<file path="config.mk">
export PLATFORM = sky130hd
export DESIGN_NAME = ttq_emit
export DESIGN_NICKNAME = d
export VERILOG_FILES = /design/src/rtl/ttq_pkg.sv /design/src/rtl/ttq_emit.sv
export SDC_FILE = /design/constraint.sdc
export NUM_CORES = 1
export LEC_CHECK = 0
export BUFFER_PORTS_ARGS = -buffer_cell sky130_fd_sc_hd__buf_2
export CAP_MARGIN = 15
export CELL_PAD_IN_SITES_DETAIL_PLACEMENT = 0
export CELL_PAD_IN_SITES_GLOBAL_PLACEMENT = 2
export CORE_ASPECT_RATIO = 2
export CORE_UTILIZATION = 37
export CTS_CLUSTER_SIZE = 20
export DETAILED_ROUTE_END_ITERATION = 10
export HOLD_SLACK_MARGIN = 0.12
export PLACE_DENSITY_LB_ADDON = 0.05
export SLEW_MARGIN = 20
export SYNTH_ARGS = -nofsm -noshare
export SYNTH_HDL_FRONTEND = slang
export SYNTH_SLANG_ARGS = --single-unit
</file>
<file path="constraint.sdc">
create_clock -name clk -period 6.5 [get_ports clk]
set_input_delay 0 -clock clk [delete_from_list [all_inputs] [get_ports clk]]
set_output_delay 0 -clock clk [all_outputs]
set_load 0.01 [all_outputs]
</file>
<file path="src/rtl/ttq_pkg.sv">
`default_nettype none
package ttq_pkg;

    localparam int TILE_ID_W   = 13;
    localparam int CELL_W      = 6;
    localparam int PRIO_W      = 3;
    localparam int TS_W        = 5;
    localparam int KINDS_W     = 14;
    localparam int PCOUNT_W    = 14;
    localparam int CFG_IDX_W   = 2;
    localparam int CFG_DATA_W  = 14;

    localparam int DEF_MAX_TILE_IDS = 8192;
    localparam int DEF_MAX_CELLS    = 64;

    localparam logic [TILE_ID_W-1:0] AUTOTILE_FIRST = 13'd48;
    localparam logic [TILE_ID_W-1:0] TILESET_FIRST  = 13'd384;
    localparam logic [PRIO_W-1:0]    PRIO_HIDDEN    = 3'd6;

    localparam logic [CFG_IDX_W-1:0] CFG_TILE_SIZE  = 2'd0;
    localparam logic [CFG_IDX_W-1:0] CFG_KINDS      = 2'd1;
    localparam logic [CFG_IDX_W-1:0] CFG_PRIO_COUNT = 2'd2;

    localparam logic REQ_WRITE  = 1'b0;
    localparam logic REQ_EXPAND = 1'b1;

    typedef enum logic [1:0] {
        KIND_ABSENT   = 2'd0,
        KIND_ANIMATED = 2'd1,
        KIND_STATIC   = 2'd2,
        KIND_STRIP    = 2'd3
    } kind_t;

    typedef enum logic [1:0] {
        SHAPE_QUARTERS = 2'd0,
        SHAPE_STRIP    = 2'd1,
        SHAPE_TILESET  = 2'd2
    } shape_t;

    // Item after decode, before the priority read resolves
    typedef struct packed {
        logic [TILE_ID_W-1:0] id;
        logic [CELL_W-1:0]    cx;
        logic [CELL_W-1:0]    cy;
        logic                 use_prio;
        shape_t               shape;
        logic                 shift_static;
        logic [2:0]           slot;
        logic [5:0]           pat;
        logic [9:0]           trow;
        logic [2:0]           tcol;
    } dec_t;

    // Item ready for quad emission, with products already formed
    typedef struct packed {
        logic                 ground;
        logic [6:0]           layer;
        shape_t               shape;
        logic                 shift_static;
        logic [5:0]           pat;
        logic [11:0]          bx;
        logic [11:0]          by;
        logic [TS_W-1:0]      ts;
        logic [15:0]          yoff;
        logic [15:0]          tyrow;
        logic [9:0]           txcol;
    } quad_src_t;

    // Corner table in half-tile units, packed as LTx LTy RTx RTy LBx LBy RBx RBy
    function automatic logic [23:0] corner_row(input logic [5:0] p);
        logic [23:0] r;
        unique case (p)
            6'd0:  r = {3'd2,3'd4,3'd3,3'd4,3'd2,3'd5,3'd3,3'd5};
            6'd1:  r = {3'd4,3'd0,3'd3,3'd4,3'd2,3'd5,3'd3,3'd5};
            6'd2:  r = {3'd2,3'd4,3'd5,3'd0,3'd2,3'd5,3'd3,3'd5};
            6'd3:  r = {3'd4,3'd0,3'd5,3'd0,3'd2,3'd5,3'd3,3'd5};
            6'd4:  r = {3'd2,3'd4,3'd3,3'd4,3'd2,3'd5,3'd5,3'd1};
            6'd5:  r = {3'd4,3'd0,3'd3,3'd4,3'd2,3'd5,3'd5,3'd1};
            6'd6:  r = {3'd2,3'd4,3'd5,3'd0,3'd2,3'd5,3'd5,3'd1};
            6'd7:  r = {3'd4,3'd0,3'd5,3'd0,3'd2,3'd5,3'd5,3'd1};
            6'd8:  r = {3'd2,3'd4,3'd3,3'd4,3'd4,3'd1,3'd3,3'd5};
            6'd9:  r = {3'd4,3'd0,3'd3,3'd4,3'd4,3'd1,3'd3,3'd5};
            6'd10: r = {3'd2,3'd4,3'd5,3'd0,3'd4,3'd1,3'd3,3'd5};
            6'd11: r = {3'd4,3'd0,3'd5,3'd0,3'd4,3'd1,3'd3,3'd5};
            6'd12: r = {3'd2,3'd4,3'd3,3'd4,3'd4,3'd1,3'd5,3'd1};
            6'd13: r = {3'd4,3'd0,3'd3,3'd4,3'd4,3'd1,3'd5,3'd1};
            6'd14: r = {3'd2,3'd4,3'd5,3'd0,3'd4,3'd1,3'd5,3'd1};
            6'd15: r = {3'd4,3'd0,3'd5,3'd0,3'd4,3'd1,3'd5,3'd1};
            6'd16: r = {3'd0,3'd4,3'd1,3'd4,3'd0,3'd5,3'd1,3'd5};
            6'd17: r = {3'd0,3'd4,3'd5,3'd0,3'd0,3'd5,3'd1,3'd5};
            6'd18: r = {3'd0,3'd4,3'd1,3'd4,3'd0,3'd5,3'd5,3'd1};
            6'd19: r = {3'd0,3'd4,3'd5,3'd0,3'd0,3'd5,3'd5,3'd1};
            6'd20: r = {3'd2,3'd2,3'd3,3'd2,3'd2,3'd3,3'd3,3'd3};
            6'd21: r = {3'd2,3'd2,3'd3,3'd2,3'd2,3'd3,3'd5,3'd1};
            6'd22: r = {3'd2,3'd2,3'd3,3'd2,3'd4,3'd1,3'd3,3'd3};
            6'd23: r = {3'd2,3'd2,3'd3,3'd2,3'd4,3'd1,3'd5,3'd1};
            6'd24: r = {3'd4,3'd4,3'd5,3'd4,3'd4,3'd5,3'd5,3'd5};
            6'd25: r = {3'd4,3'd4,3'd5,3'd4,3'd4,3'd1,3'd5,3'd5};
            6'd26: r = {3'd4,3'd0,3'd5,3'd4,3'd4,3'd5,3'd5,3'd5};
            6'd27: r = {3'd4,3'd0,3'd5,3'd4,3'd4,3'd1,3'd5,3'd5};
            6'd28: r = {3'd2,3'd6,3'd3,3'd6,3'd2,3'd7,3'd3,3'd7};
            6'd29: r = {3'd4,3'd0,3'd3,3'd6,3'd2,3'd7,3'd3,3'd7};
            6'd30: r = {3'd2,3'd6,3'd5,3'd0,3'd2,3'd7,3'd3,3'd7};
            6'd31: r = {3'd4,3'd0,3'd5,3'd0,3'd2,3'd7,3'd3,3'd7};
            6'd32: r = {3'd0,3'd4,3'd5,3'd4,3'd0,3'd5,3'd5,3'd5};
            6'd33: r = {3'd2,3'd2,3'd3,3'd2,3'd2,3'd7,3'd3,3'd7};
            6'd34: r = {3'd0,3'd2,3'd1,3'd2,3'd0,3'd3,3'd1,3'd3};
            6'd35: r = {3'd0,3'd2,3'd1,3'd2,3'd0,3'd3,3'd5,3'd1};
            6'd36: r = {3'd4,3'd2,3'd5,3'd2,3'd4,3'd3,3'd5,3'd3};
            6'd37: r = {3'd4,3'd2,3'd5,3'd2,3'd4,3'd1,3'd5,3'd3};
            6'd38: r = {3'd4,3'd6,3'd5,3'd6,3'd4,3'd7,3'd5,3'd7};
            6'd39: r = {3'd4,3'd0,3'd5,3'd6,3'd4,3'd7,3'd5,3'd7};
            6'd40: r = {3'd0,3'd6,3'd1,3'd6,3'd0,3'd7,3'd1,3'd7};
            6'd41: r = {3'd0,3'd6,3'd5,3'd0,3'd0,3'd7,3'd1,3'd7};
            6'd42: r = {3'd0,3'd2,3'd5,3'd2,3'd0,3'd3,3'd5,3'd3};
            6'd43: r = {3'd0,3'd2,3'd1,3'd2,3'd0,3'd7,3'd1,3'd7};
            6'd44: r = {3'd0,3'd6,3'd5,3'd6,3'd0,3'd7,3'd5,3'd7};
            6'd45: r = {3'd4,3'd2,3'd5,3'd2,3'd4,3'd7,3'd5,3'd7};
            6'd46: r = {3'd0,3'd2,3'd5,3'd2,3'd0,3'd7,3'd5,3'd7};
            6'd47: r = {3'd0,3'd0,3'd1,3'd0,3'd0,3'd1,3'd1,3'd1};
            default: r = '0;
        endcase
        return r;
    endfunction

endpackage
`default_nettype wire

</file>
<file path="src/rtl/ttq_emit.sv">
`default_nettype none
// Final stage: step through the quads of one item, one per cycle while out_ready allows.
module ttq_emit (
    input  wire logic                   clk,
    input  wire logic                   rst_n,
    input  wire logic                   in_valid,
    output logic                        in_ready,
    input  wire ttq_pkg::quad_src_t     src,
    output logic                        out_valid,
    input  wire logic                   out_ready,
    output logic                        is_ground,
    output logic [6:0]                  above_layer,
    output logic [11:0]                 pos_x,
    output logic [11:0]                 pos_y,
    output logic [5:0]                  pos_w,
    output logic [5:0]                  pos_h,
    output logic [9:0]                  tex_x,
    output logic [15:0]                 tex_y,
    output logic signed [6:0]           tex_w,
    output logic signed [6:0]           tex_h,
    output logic                        last
);
    import ttq_pkg::*;

    quad_src_t   cur_reg;
    logic        busy_reg, busy_next;
    logic [1:0]  qi_reg, qi_next;
    logic        out_valid_reg, out_valid_next;
    logic        fin;
    logic [23:0] crow;
    logic [2:0]  cxh, cyh;
    logic [5:0]  ts2;
    logic [8:0]  txm;
    logic [8:0]  tym;
    logic        load;
    logic        adv;

    // result register: one quad, advance when free or taken
    assign adv      = !out_valid_reg || out_ready;
    assign fin      = (cur_reg.shape != SHAPE_QUARTERS) || (qi_reg == 2'd3);
    assign in_ready = adv && (!busy_reg || fin);
    assign load     = in_valid && in_ready;

    always_comb
    begin
        crow = corner_row(cur_reg.pat);
        cxh  = crow[23 - 6*qi_reg -: 3];
        cyh  = crow[20 - 6*qi_reg -: 3];
        ts2  = {cur_reg.ts, 1'b0};
        txm  = 9'(cxh) * 9'(cur_reg.ts);
        tym  = 9'(cyh) * 9'(cur_reg.ts);
        busy_next      = busy_reg;
        qi_next        = qi_reg;
        out_valid_next = out_valid_reg;
        if (adv)
        begin
            out_valid_next = busy_reg;
            if (busy_reg)
            begin
                qi_next   = qi_reg + 2'd1;
                busy_next = !fin;
            end
            if (load)
            begin
                busy_next = 1'b1;
                qi_next   = 2'd0;
            end
        end
    end

    always_ff @(posedge clk or negedge rst_n)
    begin
        if (!rst_n)
        begin
            busy_reg      <= 1'b0;
            qi_reg        <= 2'd0;
            out_valid_reg <= 1'b0;
        end
        else
        begin
            busy_reg      <= busy_next;
            qi_reg        <= qi_next;
            out_valid_reg <= out_valid_next;
        end
    end

    always_ff @(posedge clk)
    begin
        if (load)
        begin
            cur_reg <= src;
        end
        if (adv && busy_reg)
        begin
            is_ground   <= cur_reg.ground;
            above_layer <= cur_reg.layer;
            last        <= fin;
            unique case (cur_reg.shape)
                SHAPE_QUARTERS:
                begin
                    pos_x <= cur_reg.bx + (qi_reg[0] ? 12'(cur_reg.ts) : 12'd0);
                    pos_y <= cur_reg.by + (qi_reg[1] ? 12'(cur_reg.ts) : 12'd0);
                    pos_w <= 6'(cur_reg.ts);
                    pos_h <= 6'(cur_reg.ts);
                    tex_x <= 10'(txm) + 10'd1
                             + (cur_reg.shift_static ? 10'(ts2) * 10'd3 : 10'd0);
                    tex_y <= 16'(tym) + 16'd1 + cur_reg.yoff;
                    tex_w <= 7'(cur_reg.ts) - 7'sd2;
                    tex_h <= 7'(cur_reg.ts) - 7'sd2;
                end
                SHAPE_STRIP:
                begin
                    pos_x <= cur_reg.bx;
                    pos_y <= cur_reg.by;
                    pos_w <= ts2;
                    pos_h <= ts2;
                    tex_x <= 10'd1;
                    tex_y <= 16'd1 + cur_reg.yoff;
                    tex_w <= 7'(ts2) - 7'sd2;
                    tex_h <= 7'(ts2) - 7'sd2;
                end
                default:
                begin
                    pos_x <= cur_reg.bx;
                    pos_y <= cur_reg.by;
                    pos_w <= ts2;
                    pos_h <= ts2;
                    tex_x <= cur_reg.txcol + 10'd1;
                    tex_y <= cur_reg.tyrow + 16'd1;
                    tex_w <= 7'(ts2);
                    tex_h <= 7'(ts2);
                end
            endcase
        end
    end

    assign out_valid = out_valid_reg;
endmodule
`default_nettype wire

</file>
; Word level (Yosys, flattened, before mapping)
; Memories as Yosys holds them, arrays and structs flattened. A register that Yosys moved wholly into a read port is not among the register bits.
; Index checks and enable logic that the tools add are counted.
[word_totals]
register_bits = 164
inputBits = 92
ram_bits = 0
romBits = 1280
n_memories = 1
out_inout_bits = 87
latch_bits = 0
wordCells = 75
[classes]
multipliers = 4
n_shift = 2
div = 0
bitwise = 0
n_reduce_logical = 13
n_lt_le_gt_ge = 0
mux = 14
n_eq_ne = 2
n_addsub = 14
[mem_list]
columns = memory, depth, word_bits, read_ports, rd_ports_with_merged_regs, wr, line
row1 = (no name shown), 64, 20, 1, 1, 0, ttq_pkg.sv:72  ; unique case (p)
[op_table]
columns = cell, count
row1 = $shiftx 26x33->3, 2
row2 = $pmux 16 s2, 1
row3 = $add 12x5->12, 2
row4 = $mux 12, 2
row5 = $pmux 10 s2, 1
row6 = $add 8x1->9 const B, 2
row7 = $add 1x16->16 const A, 1
row8 = $add 16x1->16 const B, 1
row9 = $add 9x16->16, 1
row10 = $mul 3x5->8, 2
row11 = $mux 5, 3
row12 = $pmux 7 s2, 1
row13 = $sub 5x5->6 const A, 2
row14 = $add 10x1->10 const B, 1
row15 = $add 9x8->10, 1
row16 = $mux 8, 1
row17 = $mul 5x2->7 const B, 1
row18 = $sub 6x2->7 const B, 1
row19 = $mux 6, 1
row20 = $sub 5x2->6 const B, 1
row21 = $mul 2x2->4 const A, 1
row22 = $mux 2, 2
row23 = $reduce_bool 2->1, 2
row24 = $logic_and 1x1->1, 3
row25 = 8 further kinds, 13

; Logic depth before layout (Yosys ltp)
[logic_depth]
depth_word = 7
ltp_mapped = 23
ltp_nobuf = 21

; Worst setup path after synthesis
; OpenSTA, ideal clock, no wires.
[synth_timing]
path_type = flip-flop to flip-flop
start = register qi_reg[0]
end = register tex_x[7] (data pin)
path_buffers = 3
period_less_slack_ns = 5.270
required_time_ns = 6.229
slack_ns = 1.230
arrival_time_ns = 4.999
stages_incl_launch_ff = 21
setup_time_ns = 0.271
path_cell_list = dfrtp_1 > clkbuf_1 > clkinv_1 > ha_1 > clkbuf_1 > buf_2 > a21oi_1 > a311oi_1 > a21oi_1 > a21oi_1 > nand2_1 > fa_1 > inv_1 > fa_1 > fa_1 > a21o_1 > a21oi_1 > o21bai_1 > a21oi_1 > xor2_1 > o31ai_1
[synth_via]
elab_chain_cells = 7
[synth_rtl]
columns = item, line
row1 = start: declaration, ttq_emit.sv:27  ; logic [1:0] qi_reg, qi_next;
row2 = start signal: assignment, ttq_emit.sv:82  ; qi_reg <= qi_next;
row3 = $mul 2x2->4, ttq_emit.sv:47  ; cxh = crow[23 - 6*qi_reg -: 3];
row4 = $sub 5x5->6, ttq_emit.sv:47
row5 = $shiftx 26x33->3, ttq_emit.sv:47
row6 = $mul 3x5->8, ttq_emit.sv:50  ; txm = 9'(cxh) * 9'(cur_reg.ts);
row7 = $add 8x1->9, ttq_emit.sv:105  ; tex_x <= 10'(txm) + 10'd1
row8 = $add 9x8->10, ttq_emit.sv:106  ; + (cur_reg.shift_static ? 10'(ts2) * 10'd3 : 10'd0);
row9 = $pmux 10 s2, ttq_emit.sv:98  ; unique case (cur_reg.shape)
row10 = end signal: assignment, ttq_emit.sv:105
row11 = end signal: assignment, ttq_emit.sv:128  ; tex_x <= cur_reg.txcol + 10'd1;
row12 = end: declaration, ttq_emit.sv:17  ; output logic [9:0] tex_x,
; No other way between the ends.
; A chain may end at the register's enable or synchronous reset.

; Worst setup path after layout
[layout_timing]
start = register qi_reg[1]
end = register tex_y[13] (data pin)
[layout_via]
elab_chain_cells = 7
[layout_rtl]
columns = item, line
row1 = $mul 2x2->4, ttq_emit.sv:48  ; cyh = crow[20 - 6*qi_reg -: 3];
row2 = $sub 5x5->6, ttq_emit.sv:48
row3 = $shiftx 26x33->3, ttq_emit.sv:48
row4 = $mul 3x5->8, ttq_emit.sv:51  ; tym = 9'(cyh) * 9'(cur_reg.ts);
row5 = $add 8x1->9, ttq_emit.sv:107  ; tex_y <= 16'(tym) + 16'd1 + cur_reg.yoff;
row6 = $add 9x16->16, ttq_emit.sv:107
row7 = $pmux 16 s2, ttq_emit.sv:98
row8 = end signal: assignment, ttq_emit.sv:107
row9 = end signal: assignment, ttq_emit.sv:118  ; tex_y <= 16'd1 + cur_reg.yoff;
row10 = end signal: assignment, ttq_emit.sv:129  ; tex_y <= cur_reg.tyrow + 16'd1;
row11 = end: declaration, ttq_emit.sv:18  ; output logic [15:0] tex_y,
; No other way between the ends.

==> results.sh <==
export IMPL_grt_pass1_wl_um=43100
export IMPL_antenna_found_initial=0
export IMPL_die_area_um2=29200
export IMPL_drt_wl_total_um=28300
export IMPL_syn2layout_area_growth_pct=24.8
export IMPL_synth_edf_count=160
export IMPL_status="finished clean"
export IMPL_grt_pass1_vias=7983
export IMPL_fmax_ghz=0.178
export IMPL_drt_initial_drc_count=347
export IMPL_finalSetupTns_ns=0
export IMPL_routedWlPerCell_um=17.9
export IMPL_clk_pin_slew_ns=0.07
export IMPL_crit_slowest_cell="ha_1"
export IMPL_num_antenna_cells=0
export IMPL_ys_seq_area_share_pct=49.7
export IMPL_worstPathCellList="inv_1 -> ha_1 -> mux2i_1 -> a211oi_1 -> a31oi_1 -> o21ai_0 -> nand2_1 -> fa_1 -> fa_1 -> fa_1 -> nand2b_1 -> a21oi_1 -> o21ai_0 -> nand2b_1 -> xor2_1 -> o21ai_0"
export IMPL_io_pin_count=179
export IMPL_layout_commonest_cell="buf_2"
export IMPL_syn_nets=1134
export IMPL_gp_congestion=0.814
export IMPL_fin_nets=1382
export IMPL_cp_top_family="adder cells"
export IMPL_period_minus_slack_ns=5.61
export IMPL_required_ns=6.67
export IMPL_ir_worst_vdd_mv=0.235
export IMPL_power_density_nw_per_um2=358
export IMPL_syn_inst=963
export IMPL_overflow=0
export IMPL_worstPathArrival_ns=5.78
export IMPL_largest_reg_flops=88
export IMPL_num_vias=7968
export IMPL_drive_above_1_share_pct=20.0
export IMPL_drc=0
export IMPL_firstDrtPassIters=6
export IMPL_tritoncts_num_buffers=17
export IMPL_grt_max_degree=74
export IMPL_synth_seq_cells=181
export IMPL_rsz0062_at_grt="false"
export IMPL_io_buffers=178
export IMPL_hpwl_um=20900
export IMPL_ys_warn_count=0
export IMPL_cts_root_buffer="clkbuf_16"
export IMPL_cts_tree="yes"
export IMPL_final_cell_mix="buf_2, edfxtp_1, nand2_1"
export IMPL_path_buf_inv=1
export IMPL_die_w_um=121
export IMPL_maxCapViolCount=0
export IMPL_crit_fanout=25
export IMPL_relSlewSlack_pct=31.1
export IMPL_slew_violations=0
export IMPL_clock_path_buffers=2
export IMPL_crit_type="flop to flop"
export IMPL_finalCritPeriodShare_pct=86.3
export IMPL_hp_class="primary input to flop"
export IMPL_syn_area_um2=10500
export IMPL_setup_viol=0
export IMPL_synth_flop_cell="edfxtp_1"
export IMPL_cpPeakStageDelay_ns=0.84
export IMPL_htree_levels=4
export IMPL_track_usage_pct=19.9
export IMPL_final_antenna_net_count=0
export IMPL_final_cells=1580
export IMPL_avgSynthCellArea_um2=11.0
export IMPL_leakage_nw=5.45
export IMPL_synthDistinctLibCells=72
export IMPL_core_area_um2=28100
export IMPL_hold_violations=0
export IMPL_synthArstFlopShare_pct=2.21
export IMPL_end_kind="flop"
export IMPL_dieHeight_um=241
export IMPL_fill_cells=2706
export IMPL_skew_ns=0.0128
export IMPL_num_rows=87
export IMPL_clk_latency_ns=0.46
export IMPL_startpoint_type="flop"
export IMPL_vias_per_cell=5.04
export IMPL_dp_cells=1454
export IMPL_start_util_pct=37.6
export IMPL_tightest_slew_ns=1.01
export IMPL_clock_sinks=181
[power by group]
group	total (mW)	switching [mW]	internal [mW]
logic	2.13	1.25	0.881
registers	1.59	0.104	1.48
clock network	0.993	0.464	0.528
[worst register-to-register path, cell delays in order, from the launching register on]
cell and delay (ns):
dfrtp_1 0.55, inv_1 0.21, ha_1 0.84, mux2i_1 0.17
a211oi_1 0.31, a31oi_1 0.06, o21ai_0 0.41, nand2_1 0.15
fa_1 0.59, fa_1 0.47, fa_1 0.44, nand2b_1 0.19
a21oi_1 0.31, o21ai_0 0.23, nand2b_1 0.20, xor2_1 0.12
o21ai_0 0.10
[stage by stage]
step | power [mW] | setup slack (ns) | area, um2 | hold slack (ns) | utilization [%]
final | 4.71 | 0.887 | 13200 | 0.250 | 46.9
after global routing | 5.10 | 0.393 | 13200 | 0.231 | 46.9
after CTS | 4.77 | 0.847 | 13100 | 0.227 | 46.8
after detailed placement | 3.72 | 0.857 | 11700 | -0.172 | 41.5
after global placement | 3.72 | 0.983 | 11700 | -0.171 | 41.5
after floorplan | 3.16 | 1.23 | 10500 | -0.296 | -
[worst paths after layout]
path	start	end	slack (ns)	cells past startpoint
max in group asynchronous	rst_n	qi_reg[0]$_DFFE_PN0P_	5.79	3
hold reg to reg	cur_reg[84]$_DFFE_PP_	above_layer[4]$_DFFE_PP_	0.42	0
setup / recovery	qi_reg[1]$_DFFE_PN0P_	tex_y[13]$_DFFE_PP_	0.89	16
min in group asynchronous	rst_n	out_valid$_DFFE_PN0N_	0.50	3
setup reg to reg	qi_reg[1]$_DFFE_PN0P_	tex_y[13]$_DFFE_PP_	0.89	16
hold / removal	src[79]	cur_reg[79]$_DFFE_PP_	0.25	2
[final cells by class]
class                      instances  area, um2  share of cell area [%]
sequential                       181       5250                    39.8
timing repair buffer             280       1910                    14.5
multi-input combinational        654       4720                    35.9
tap                              356        445                    3.38
clock inverter                    15        126                   0.960
inverter                          77        292                    2.21
clock buffer                      17        425                    3.23
[repair_timing]
action / CTS / global route
hold buffers: 93 / 0
endpoints found under the hold margin: 100 / 0
resized for setup: 0 / 0
setup buffers: 0 / 0
[routing by layer]
metal	up-vias	routed length (um)	GRT usage (%)	share of wire (%)
met5	-	0	0	0
met3	35	871	3.40	3.1
li1	3925	-	-	-
met1	3808	10700	20.0	38
met4	0	699	7.71	2.5
met2	200	16000	39.5	57
[synthesized netlist by cell type, types with 6 or more instances]
master	instances	area, um2
nand2b_1	16	100
o21ai_0	60	300
xor2_1	24	210
nor2b_1	9	56.3
nand3_1	30	150
nor3_1	7	35.0
o22ai_1	12	75.1
xnor2_1	33	289
a21oi_1	36	180
fa_1	22	440
buf_4	17	128
edfxtp_1	160	4800
ha_1	57	713
inv_1	72	270
o21a_1	7	52.6
dfxtp_1	17	340
mux2i_1	22	220
a22oi_1	6	45.0
o31ai_1	6	45.0
nor2_1	70	263
and2_1	17	106
a21o_1	10	75.1
clkbuf_1	24	90.1
nand2_1	96	360
o211ai_1	7	52.6
a31oi_1	12	75.1
nand4_1	13	81.3
[cell families after synthesis]
logic type | after synthesis | synth area share, %
AND/OR/NAND/NOR | 285 | 12.9
AO/OA/AOI/OAI | 197 | 12.2
flip-flops | 181 | 49.7
buffers and inverters | 128 | 5.53
adder cells (fa/ha/maj) | 79 | 10.9
XOR/XNOR | 57 | 4.73
multiplexers | 36 | 3.99
Note: power is estimated with default switching activity, not from simulation.
