### config.mk
export PLATFORM = sky130hd
export DESIGN_NAME = ttq_decode
export DESIGN_NICKNAME = d
export VERILOG_FILES = /design/src/rtl/ttq_pkg.sv /design/src/rtl/ttq_decode.sv
export SDC_FILE = /design/constraint.sdc
export NUM_CORES = 1
export LEC_CHECK = 0
export BUFFER_PORTS_ARGS = -buffer_cell sky130_fd_sc_hd__buf_2
export CAP_MARGIN = 10
export CORE_MARGIN = 2
export CORE_UTILIZATION = 44
export DETAILED_ROUTE_END_ITERATION = 8
export PLACE_DENSITY = 0.94
export SLEW_MARGIN = 30
export SYNTH_ARGS = -nofsm -noshare
export SYNTH_HDL_FRONTEND = slang
export SYNTH_SLANG_ARGS = --single-unit
### constraint.sdc
create_clock -name vclk -period 4.2
set_input_delay 0.21 -clock vclk [all_inputs]
set_output_delay 0.21 -clock vclk [all_outputs]
set_load 0.01 [all_outputs]
### src/rtl/ttq_pkg.sv
`default_nettype none
package ttq_pkg;

    localparam int TILE_ID_W   = 13;
    localparam int CELL_W      = 6;
    localparam int PRIO_W      = 3;
    localparam int TS_W        = 5;
    localparam int KINDS_W     = 14;
    localparam int PCOUNT_W    = 14;
    localparam int CFG_IDX_W   = 2;
    localparam int CFG_DATA_W  = 14;

    localparam int DEF_MAX_TILE_IDS = 8192;
    localparam int DEF_MAX_CELLS    = 64;

    localparam logic [TILE_ID_W-1:0] AUTOTILE_FIRST = 13'd48;
    localparam logic [TILE_ID_W-1:0] TILESET_FIRST  = 13'd384;
    localparam logic [PRIO_W-1:0]    PRIO_HIDDEN    = 3'd6;

    localparam logic [CFG_IDX_W-1:0] CFG_TILE_SIZE  = 2'd0;
    localparam logic [CFG_IDX_W-1:0] CFG_KINDS      = 2'd1;
    localparam logic [CFG_IDX_W-1:0] CFG_PRIO_COUNT = 2'd2;

    localparam logic REQ_WRITE  = 1'b0;
    localparam logic REQ_EXPAND = 1'b1;

    typedef enum logic [1:0] {
        KIND_ABSENT   = 2'd0,
        KIND_ANIMATED = 2'd1,
        KIND_STATIC   = 2'd2,
        KIND_STRIP    = 2'd3
    } kind_t;

    typedef enum logic [1:0] {
        SHAPE_QUARTERS = 2'd0,
        SHAPE_STRIP    = 2'd1,
        SHAPE_TILESET  = 2'd2
    } shape_t;

    // Item after decode, before the priority read resolves
    typedef struct packed {
        logic [TILE_ID_W-1:0] id;
        logic [CELL_W-1:0]    cx;
        logic [CELL_W-1:0]    cy;
        logic                 use_prio;
        shape_t               shape;
        logic                 shift_static;
        logic [2:0]           slot;
        logic [5:0]           pat;
        logic [9:0]           trow;
        logic [2:0]           tcol;
    } dec_t;

    // Item ready for quad emission, with products already formed
    typedef struct packed {
        logic                 ground;
        logic [6:0]           layer;
        shape_t               shape;
        logic                 shift_static;
        logic [5:0]           pat;
        logic [11:0]          bx;
        logic [11:0]          by;
        logic [TS_W-1:0]      ts;
        logic [15:0]          yoff;
        logic [15:0]          tyrow;
        logic [9:0]           txcol;
    } quad_src_t;

    // Corner table in half-tile units, packed as LTx LTy RTx RTy LBx LBy RBx RBy
    function automatic logic [23:0] corner_row(input logic [5:0] p);
        logic [23:0] r;
        unique case (p)
            6'd0:  r = {3'd2,3'd4,3'd3,3'd4,3'd2,3'd5,3'd3,3'd5};
            6'd1:  r = {3'd4,3'd0,3'd3,3'd4,3'd2,3'd5,3'd3,3'd5};
            6'd2:  r = {3'd2,3'd4,3'd5,3'd0,3'd2,3'd5,3'd3,3'd5};
            6'd3:  r = {3'd4,3'd0,3'd5,3'd0,3'd2,3'd5,3'd3,3'd5};
            6'd4:  r = {3'd2,3'd4,3'd3,3'd4,3'd2,3'd5,3'd5,3'd1};
            6'd5:  r = {3'd4,3'd0,3'd3,3'd4,3'd2,3'd5,3'd5,3'd1};
            6'd6:  r = {3'd2,3'd4,3'd5,3'd0,3'd2,3'd5,3'd5,3'd1};
            6'd7:  r = {3'd4,3'd0,3'd5,3'd0,3'd2,3'd5,3'd5,3'd1};
            6'd8:  r = {3'd2,3'd4,3'd3,3'd4,3'd4,3'd1,3'd3,3'd5};
            6'd9:  r = {3'd4,3'd0,3'd3,3'd4,3'd4,3'd1,3'd3,3'd5};
            6'd10: r = {3'd2,3'd4,3'd5,3'd0,3'd4,3'd1,3'd3,3'd5};
            6'd11: r = {3'd4,3'd0,3'd5,3'd0,3'd4,3'd1,3'd3,3'd5};
            6'd12: r = {3'd2,3'd4,3'd3,3'd4,3'd4,3'd1,3'd5,3'd1};
            6'd13: r = {3'd4,3'd0,3'd3,3'd4,3'd4,3'd1,3'd5,3'd1};
            6'd14: r = {3'd2,3'd4,3'd5,3'd0,3'd4,3'd1,3'd5,3'd1};
            6'd15: r = {3'd4,3'd0,3'd5,3'd0,3'd4,3'd1,3'd5,3'd1};
            6'd16: r = {3'd0,3'd4,3'd1,3'd4,3'd0,3'd5,3'd1,3'd5};
            6'd17: r = {3'd0,3'd4,3'd5,3'd0,3'd0,3'd5,3'd1,3'd5};
            6'd18: r = {3'd0,3'd4,3'd1,3'd4,3'd0,3'd5,3'd5,3'd1};
            6'd19: r = {3'd0,3'd4,3'd5,3'd0,3'd0,3'd5,3'd5,3'd1};
            6'd20: r = {3'd2,3'd2,3'd3,3'd2,3'd2,3'd3,3'd3,3'd3};
            6'd21: r = {3'd2,3'd2,3'd3,3'd2,3'd2,3'd3,3'd5,3'd1};
            6'd22: r = {3'd2,3'd2,3'd3,3'd2,3'd4,3'd1,3'd3,3'd3};
            6'd23: r = {3'd2,3'd2,3'd3,3'd2,3'd4,3'd1,3'd5,3'd1};
            6'd24: r = {3'd4,3'd4,3'd5,3'd4,3'd4,3'd5,3'd5,3'd5};
            6'd25: r = {3'd4,3'd4,3'd5,3'd4,3'd4,3'd1,3'd5,3'd5};
            6'd26: r = {3'd4,3'd0,3'd5,3'd4,3'd4,3'd5,3'd5,3'd5};
            6'd27: r = {3'd4,3'd0,3'd5,3'd4,3'd4,3'd1,3'd5,3'd5};
            6'd28: r = {3'd2,3'd6,3'd3,3'd6,3'd2,3'd7,3'd3,3'd7};
            6'd29: r = {3'd4,3'd0,3'd3,3'd6,3'd2,3'd7,3'd3,3'd7};
            6'd30: r = {3'd2,3'd6,3'd5,3'd0,3'd2,3'd7,3'd3,3'd7};
            6'd31: r = {3'd4,3'd0,3'd5,3'd0,3'd2,3'd7,3'd3,3'd7};
            6'd32: r = {3'd0,3'd4,3'd5,3'd4,3'd0,3'd5,3'd5,3'd5};
            6'd33: r = {3'd2,3'd2,3'd3,3'd2,3'd2,3'd7,3'd3,3'd7};
            6'd34: r = {3'd0,3'd2,3'd1,3'd2,3'd0,3'd3,3'd1,3'd3};
            6'd35: r = {3'd0,3'd2,3'd1,3'd2,3'd0,3'd3,3'd5,3'd1};
            6'd36: r = {3'd4,3'd2,3'd5,3'd2,3'd4,3'd3,3'd5,3'd3};
            6'd37: r = {3'd4,3'd2,3'd5,3'd2,3'd4,3'd1,3'd5,3'd3};
            6'd38: r = {3'd4,3'd6,3'd5,3'd6,3'd4,3'd7,3'd5,3'd7};
            6'd39: r = {3'd4,3'd0,3'd5,3'd6,3'd4,3'd7,3'd5,3'd7};
            6'd40: r = {3'd0,3'd6,3'd1,3'd6,3'd0,3'd7,3'd1,3'd7};
            6'd41: r = {3'd0,3'd6,3'd5,3'd0,3'd0,3'd7,3'd1,3'd7};
            6'd42: r = {3'd0,3'd2,3'd5,3'd2,3'd0,3'd3,3'd5,3'd3};
            6'd43: r = {3'd0,3'd2,3'd1,3'd2,3'd0,3'd7,3'd1,3'd7};
            6'd44: r = {3'd0,3'd6,3'd5,3'd6,3'd0,3'd7,3'd5,3'd7};
            6'd45: r = {3'd4,3'd2,3'd5,3'd2,3'd4,3'd7,3'd5,3'd7};
            6'd46: r = {3'd0,3'd2,3'd5,3'd2,3'd0,3'd7,3'd5,3'd7};
            6'd47: r = {3'd0,3'd0,3'd1,3'd0,3'd0,3'd1,3'd1,3'd1};
            default: r = '0;
        endcase
        return r;
    endfunction

endpackage
`default_nettype wire

### src/rtl/ttq_decode.sv
`default_nettype none
// Stage 1: classify the cell, split the id into slot/pattern or row/column.
module ttq_decode #(
    parameter int MAX_TILE_IDS = 8192,
    parameter int MAX_CELLS    = 64
) (
    input  wire logic                          req_type,
    input  wire logic [ttq_pkg::TILE_ID_W-1:0] tile_id,
    input  wire logic [ttq_pkg::CELL_W-1:0]    cell_x,
    input  wire logic [ttq_pkg::CELL_W-1:0]    cell_y,
    input  wire logic [ttq_pkg::KINDS_W-1:0]   kinds,
    input  wire logic [ttq_pkg::PCOUNT_W-1:0]  prio_count,
    output logic                               keep,
    output ttq_pkg::dec_t                      dec
);
    import ttq_pkg::*;

    logic [3:0]           q48;
    logic [5:0]           r48;
    logic [TILE_ID_W-1:0] t;
    kind_t                kind;
    logic                 cell_ok;
    logic [2:0]           slot;

    // id / 48 for ids below 384: compare against multiples of 48
    always_comb
    begin
        q48 = 4'd0;
        for (int k = 1; k < 8; k++)
        begin
            if (tile_id >= TILE_ID_W'(48 * k))
            begin
                q48 = 4'(k);
            end
        end
        r48 = 6'(tile_id - TILE_ID_W'({q48, 5'd0} + {q48, 4'd0}));
    end

    always_comb
    begin
        t       = tile_id - TILESET_FIRST;
        slot    = 3'(q48 - 4'd1);
        kind    = kind_t'(2'(kinds >> {slot, 1'b0}));
        cell_ok = (32'(cell_x) < MAX_CELLS) && (32'(cell_y) < MAX_CELLS);

        dec.id           = tile_id;
        dec.cx           = cell_x;
        dec.cy           = cell_y;
        dec.use_prio     = ({1'b0, tile_id} < {1'b0, prio_count})
                           && (32'(tile_id) < MAX_TILE_IDS);
        dec.slot         = slot;
        dec.pat          = r48;
        dec.trow         = t[12:3];
        dec.tcol         = t[2:0];
        dec.shift_static = (kind == KIND_STATIC);
        if (tile_id >= TILESET_FIRST)
        begin
            dec.shape = SHAPE_TILESET;
        end
        else if (kind == KIND_STRIP)
        begin
            dec.shape = SHAPE_STRIP;
        end
        else
        begin
            dec.shape = SHAPE_QUARTERS;
        end

        keep = (req_type == REQ_EXPAND) && cell_ok && (tile_id >= AUTOTILE_FIRST)
               && !((tile_id < TILESET_FIRST) && (kind == KIND_ABSENT));
    end
endmodule
`default_nettype wire

# After elaboration in Yosys (flattened, before gate mapping)

Cells that the tools add are included.

Add/sub/neg operators: 4
Order comparisons: 10
Eq/ne operators: 2
Shifts and indexed selects: 1
Mux-type cells: 9
Reductions and logical operators: 5

Operator list:

| kind                                                                    | count |
|---|---|
| 13-bit by 8-bit >= comparator with 1-bit output (second input constant) | 3 |
| 13-bit by 9-bit >= comparator with 1-bit output (second input constant) | 3 |
| 13-bit by 14-bit < comparator with 1-bit output                         | 1 |
| 14-bit by 4-bit right shift with 2-bit output                           | 1 |
| 13-bit by 6-bit >= comparator with 1-bit output (second input constant) | 1 |
| 13-bit by 7-bit >= comparator with 1-bit output (second input constant) | 1 |
| 13-bit by 9-bit < comparator with 1-bit output (second input constant)  | 1 |
| 13-bit by 9-bit subtractor with 13-bit output (second input constant)   | 1 |
| 3-bit two-way mux                                                       | 4 |
| 6-bit adder                                                             | 1 |
| 2-bit two-way mux                                                       | 3 |
| 6-bit subtractor                                                        | 1 |
| 2-bit equality test (second input constant)                             | 2 |
| 1-bit logical AND                                                       | 3 |
| 3-bit by 1-bit subtractor with 3-bit output (second input constant)     | 1 |
| 2-bit logical NOT                                                       | 1 |
| 1-bit two-way mux                                                       | 2 |
| 1-bit logical NOT                                                       | 1 |

Flip-flop bits (word level): 0
Output and inout bits: 52

# Longest topological paths before layout

Gate-level depths: netlist (run 1).

Depth after elaboration: 14
Gate-level depth with buffers: 16
Gate-level depth less buffers: 15

# Worst setup path before layout (run 1)

Ideal clock, no wire load.

Path type: input to output
Start point: input tile_id[11] (netlist name)
End point: output keep
Arrival time: 2990 ps
Required time: 3990 ps
Slack: 1000 ps
Cell stages on the path: 14
Buffers on the path: 1
Cell sequence: nor4_4 nand2_2 a41o_1 a221o_1 a221o_1 buf_6 inv_1 ha_1 xor2_2 clkinv_2 nand4_1 o311a_1 nand2_1 o311a_1

RTL lines:

| item        | line             | RTL |
|---|---|---|
| from (decl) | ttq_decode.sv:8  | `input wire logic [ttq_pkg::TILE_ID_W-1:0] tile_id,` |
| to (decl)   | ttq_decode.sv:13 | `output logic keep,` |

# Worst setup path in the final report (run 1)

Start point: input tile_id[11] (netlist name)
End point: output keep

Cells in the longest elaborated chain, start to end: 14
Elaborated cells on any way between the ends: 22
Classes of those cells: add/sub (1); order compare (8); shift (1); mux (7); reduce/logical (5)

RTL lines:

| item                                            | line                               | RTL |
|---|---|---|
| 13-bit by 6-bit >= comparator with 1-bit output | ttq_decode.sv:31, ttq_decode.sv:69 |  |
| 1-bit two-way mux                               | ttq_decode.sv:31                   | `if (tile_id >= TILE_ID_W'(48 * k))` |
| 2-bit two-way mux (2 in series)                 | ttq_decode.sv:31                   |  |
| 3-bit two-way mux (4 in series)                 | ttq_decode.sv:31                   |  |
| 3-bit by 1-bit subtractor with 3-bit output     | ttq_decode.sv:42                   | `slot = 3'(q48 - 4'd1);` |
| 14-bit by 4-bit right shift with 2-bit output   | ttq_decode.sv:43                   | `kind = kind_t'(2'(kinds >> {slot, 1'b0}));` |
| 2-bit logical NOT                               | ttq_decode.sv:70                   | `&& !((tile_id < TILESET_FIRST) && (kind == KIND_ABSENT));` |
| 1-bit logical AND                               | ttq_decode.sv:70                   |  |
| 1-bit logical NOT                               | ttq_decode.sv:70                   |  |
| 1-bit logical AND (*)                           | ttq_decode.sv:70                   |  |

Every way passes the cells marked *; elsewhere a longest branch is shown, timed or not.

==> impl_metrics.tcl, run 1 <==
set metrics [dict create \
    vias 1305 \
    crit_path_start_kind "input pin" \
    start_util 0.465 \
    grt_max_degree 15 \
    syn_avg_cell_area_sq_um 7.58 \
    dieArea_sq_um 3360 \
    gp_congestion 0.823 \
    status "complete, no violations" \
    drtIter0Drc 33 \
    powerDensity_nw_per_um2 91.2 \
    synth_cells 169 \
    crit_type "in2out" \
    p_leak_nw 0.876 \
    io_pins 106 \
    core_area_sq_um 2760 \
    hpwl_microns 2570 \
    maxCapViolations 0 \
    arrival_ns 3.48 \
    period_needed_ns 3.69 \
    worst_hold_path_type "in2out" \
    max-slew-margin-rel 0.686 \
    nNetsFinal 292 \
    drt-total-wl_microns 2980 \
    critPathCaptureType "primary output" \
    tns_ns 0 \
    synth_nets 245 \
    layout-drive-gt1-share 0.463 \
    antenna_found_initial 0 \
    grt_pass1_wl_microns 5020 \
    ir_drop_mv 0.0701 \
    ys_warn_count 0 \
    grtUsageTotal 0.177 \
    portBuffers 82 \
    fillCellCount 279 \
    seq_cells 0 \
    synthToLayoutAreaGrowth_pct 13.3 \
    min-delay-start "cell_y[3]" \
    slew_violations 0 \
    wl_per_cell_microns 12.2 \
    required_ns 3.99 \
    die_w_microns 58.0 \
    cts_hold_buf 0 \
    grt_pass1_vias 1192 \
    timing.final.crit_share 0.877 \
    cts_resized 0 \
    worst_pin_slew_ns 0.471 \
    hold_slack_ns 0.420 \
    fin_cells 245 \
    setup_viol 0 \
    grt.overflow.total 0 \
    die_h_microns 58.0 \
    drc_errors 0 \
    via_per_inst 5.33 \
    rsz0062_at_grt "false" \
    cts_setup_buffers 0 \
    crit_start "tile_id[11]" \
    ys_types 42 \
    diodes 0 \
    fmax_ghz 0.271 \
    placementRows 19 \
    hold_viol 0 \
    syn_area_sq_um 1280 \
    clock_buffers 0 \
    timing.final.ws_setup_ns 0.515 \
    drtAntennaViolNets 0 \
    cp_max_fo 11 \
    place_worst_setup_slack_ns 0.534 \
    synth_seq_area_share 0 \
    seq_area_sq_um 0 \
    drt-pass1-iter-count 4 \
    place_inst 245 \
    total_power_w 0.000132 \
]
[worst max-delay path: stages]
cell and delay (ns):
buf_2 0.14, nor4_4 0.42, nand2_1 0.12, o21bai_1 0.20, a221o_1 0.34, a221o_1 0.51, inv_1 0.15, ha_1 0.22
xor2_2 0.23, clkinv_2 0.12, nand4_1 0.10, o311a_1 0.19, nand2_1 0.06, o311a_1 0.32, buf_2 0.14
[placed cells by master (no fill, tap or decap), types with 4 or more instances in the layout]
| master | instances |
|---|---|
| buf_2 | 82 |
| inv_1 | 22 |
| ha_1 | 22 |
| a21oi_1 | 9 |
| nand2_1 | 9 |
| a21o_1 | 8 |
| nor2_1 | 6 |
| a31oi_1 | 4 |
| nand4_1 | 4 |
| xor2_1 | 4 |
[layout make-up]
| cell class | count | area (sq um) | share of cell area |
|---|---|---|---|
| Inverter | 23 | 87.6 | 0.0603 |
| Multi-Input combinational cell | 108 | 907 | 0.625 |
| Timing Repair Buffer | 83 | 418 | 0.288 |
| Tap cell | 31 | 38.8 | 0.0267 |
[cells by family after synthesis]
kind of cell,Yosys count,share of synthesized area
mux,5,0.0479
buf+inv,61,0.292
simple gates,34,0.156
xor+xnor,8,0.0606
compound gates,39,0.229
fa+ha+maj,22,0.215
[through the flow]
| step | utilization | instance area [sq um] |
|---|---|---|
| after CTS | 0.526 | 1450 |
| final | 0.526 | 1450 |
| after global placement | 0.526 | 1450 |
| after detailed placement | 0.526 | 1450 |
| after global routing | 0.526 | 1450 |
| after floorplan | - | 1280 |
[power by group]
part           switching (W)  internal (W)  total (W)  leakage, nW
combinational      0.0000708     0.0000615   0.000132        0.876
sequential                 0             0          0            0
clock                      0             0          0            0
total              0.0000708     0.0000615   0.000132        0.876
[layer usage]
| metal | routed length, microns | global-route usage | share of wire | vias to the layer above |
|---|---|---|---|---|
| met2 | 1620 | 0.347 | 0.54 | 55 |
| met3 | 186 | 0.0112 | 0.062 | 4 |
| li1 | - | - | - | 644 |
| met5 | 0 | 0 | 0 | - |
| met4 | 20 | 0.0299 | 0.0067 | 0 |
| met1 | 1150 | 0.211 | 0.39 | 602 |
[synth_stat cells (all sizes together)]
cell | number | area share
or2 | 1 | 0.0049
and3b | 1 | 0.0068
nand2b | 1 | 0.0049
mux2 | 3 | 0.032
nor3b | 2 | 0.012
o311a | 2 | 0.016
o21ai | 2 | 0.0078
o21bai | 1 | 0.0059
mux2i | 2 | 0.016
nor4b | 1 | 0.012
o2111ai | 1 | 0.0068
clkbuf | 1 | 0.0029
a31oi | 4 | 0.020
nor4 | 2 | 0.021
xnor2 | 3 | 0.021
a41o | 3 | 0.024
o22ai | 1 | 0.0098
nor3 | 3 | 0.012
o22a | 1 | 0.0078
a221o | 2 | 0.016
inv | 22 | 0.064
a211oi | 1 | 0.0059
a21oi | 9 | 0.035
nand3 | 2 | 0.0078
nand4 | 4 | 0.020
nand2 | 10 | 0.031
clkinv | 1 | 0.0039
a211o | 1 | 0.0068
or2b | 1 | 0.0068
buf | 37 | 0.22
ha | 22 | 0.21
xor2 | 5 | 0.040
nor2 | 6 | 0.018
a21o | 11 | 0.067
[final timing paths]
check,endpoint,slack [ns],depth (start not counted)
worst max-delay path,keep,0.51,15
worst min-delay path,dec[29],0.42,0
(Power assumes the default switching activity.)
==> inputs of run 2 (changes only) <==
==> constraint.sdc (replaced) <==
create_clock -name vclk -period 4.56
set_input_delay 0.912 -clock vclk [all_inputs]
set_output_delay 0.912 -clock vclk [all_outputs]
set_load 0.01 [all_outputs]
==> run 2 against run 1 <==
Compared with the run above: the flow now finishes with violations (setup timing); global-route usage is 0.19 points higher; routed wire length increased by 16%; final area grew 21%; die area unchanged; cell count up 9.4%; power is 7.9% higher; sequential cell count did not move; non-clock buffer count grew 23; clock-buffer cell count unchanged; critical endpoint unchanged; largest power group unchanged; highest routed layer unchanged.
==> impl_metrics.tcl, run 2 (synthesized netlist as in run 1, its figures left out) <==
set metrics [dict create \
    drc_errors 0 \
    drt-total-wl_microns 3440 \
    grtUsageTotal 0.179 \
    period_needed_ns 4.65 \
    final_common_cell "buf_2" \
    io_pins 106 \
    synthToLayoutAreaGrowth_pct 37.5 \
    seq_area_sq_um 0 \
    dieArea_sq_um 3360 \
    worst_pin_slew_ns 0.358 \
    drtIter0Drc 30 \
    arrival_ns 3.74 \
    critPathCaptureType "primary output" \
    grt_pass1_wl_microns 5060 \
    hold_end "dec[26]" \
    hold_viol 0 \
    timing.final.crit_share 1.02 \
    top_layer "met4" \
    seq_cells 0 \
    antenna_found_initial 0 \
    fmax_ghz 0.215 \
    via_per_inst 5.27 \
    hold_slack_ns 1.82 \
    required_ns 3.65 \
    portBuffers 82 \
    status "complete, but fails checks" \
    die_h_microns 58.0 \
    min-delay-start "cell_y[0]" \
    cts_hold_buf 0 \
    start_util 0.465 \
    wl_met3_microns 201 \
    violations "setup timing" \
    route.met2.wl_microns 1910 \
    rsz0062_at_grt "true" \
    ir_drop_mv 0.0642 \
    slew_violations 0 \
    crit_type "in2out" \
    drtAntennaViolNets 0 \
    fillCellCount 237 \
    p_leak_nw 0.998 \
    clock_buffers 0 \
    setup_viol 1 \
    gp_congestion 0.835 \
    met1_length_microns 1260 \
    total_power_w 0.000143 \
    grt_pass1_vias 1250 \
    place_worst_setup_slack_ns -0.0813 \
    grt_max_degree 15 \
    grt.overflow.total 0 \
    hpwl_microns 2740 \
    worst_hold_path_type "in2out" \
    final_util 0.639 \
    maxCapViolations 0 \
    powerDensity_nw_per_um2 81.1 \
    diodes 0 \
    wl_per_cell_microns 12.8 \
    max-slew-margin-rel 0.761 \
    cp_max_fo 3 \
    final_cell_mix "buf_2, buf_4, ha_1" \
    layout-drive-gt1-share 0.574 \
    whs_path_depth 0 \
    crit_path_start_kind "input pin" \
    drt-pass1-iter-count 5 \
    placementRows 19 \
    die_w_microns 58.0 \
    nNetsFinal 315 \
    vias 1413 \
    core_area_sq_um 2760 \
    timing.final.ws_setup_ns -0.0886 \
]
[run 2: cell types whose count changed in the layout (fill, tap and decap cells not counted), sizes merged]
| cell | before | now |
|---|---|---|
| buf | 83 | 106 |
| clkinv | 1 | 0 |
| inv | 22 | 23 |
[run 2: through the flow]
stage                     instance area (sq um)  TNS (ns)  std cells
after floorplan                            1280         0        169
after global placement                     1600         0        265
after detailed placement                   1600   -0.0900        265
after CTS                                  1670         0        267
after global routing                       1760    -0.302        268
final                                      1760   -0.0886        268
[run 2: worst max path at each step]
stage                startpoint    to  slack [ns]
floorplan           tile_id[12]  keep       0.003
global placement     tile_id[0]  keep       0.009
detailed placement   tile_id[0]  keep       -0.08
CTS                  tile_id[9]  keep       0.009
global route         tile_id[0]  keep       -0.22
finish               tile_id[0]  keep       -0.09
[run 2: area by class of cell]
type	count	area (sq um)	share of cell area
multi-input combinational	108	1020	0.577
inverter	23	88.8	0.0504
timing repair buffer	106	617	0.350
tap	31	38.8	0.0220
[run 2: critical path: stages]
cell	delay, ns
buf_2	0.11
inv_2	0.07
ha_4	0.12
nor4b_4	0.21
a21o_2	0.19
a31oi_4	0.08
a221o_1	0.34
a221o_1	0.37
inv_2	0.10
ha_4	0.16
xor2_4	0.20
inv_4	0.05
nand4_1	0.09
o311a_1	0.20
nand2_2	0.06
o311a_1	0.33
buf_2	0.14
[run 2: routing by layer]
metal,up-vias,track usage
met5,-,0
met4,0,0.00332
met3,8,0.00893
met2,58,0.390
met1,656,0.193
li1,691,-
[run 2: report_power, final]
group	internal (W)	switching (W)	total, W
registers	0	0	0
clock network	0	0	0
logic	0.0000704	0.0000724	0.000143
total	0.0000704	0.0000724	0.000143
[run 2: repair_timing]
item | CTS | global route
endpoints found under the setup margin | 2 | 3
gates resized for setup | 6 | 22
pin swaps | 4 | 13
setup buffers | 2 | 3
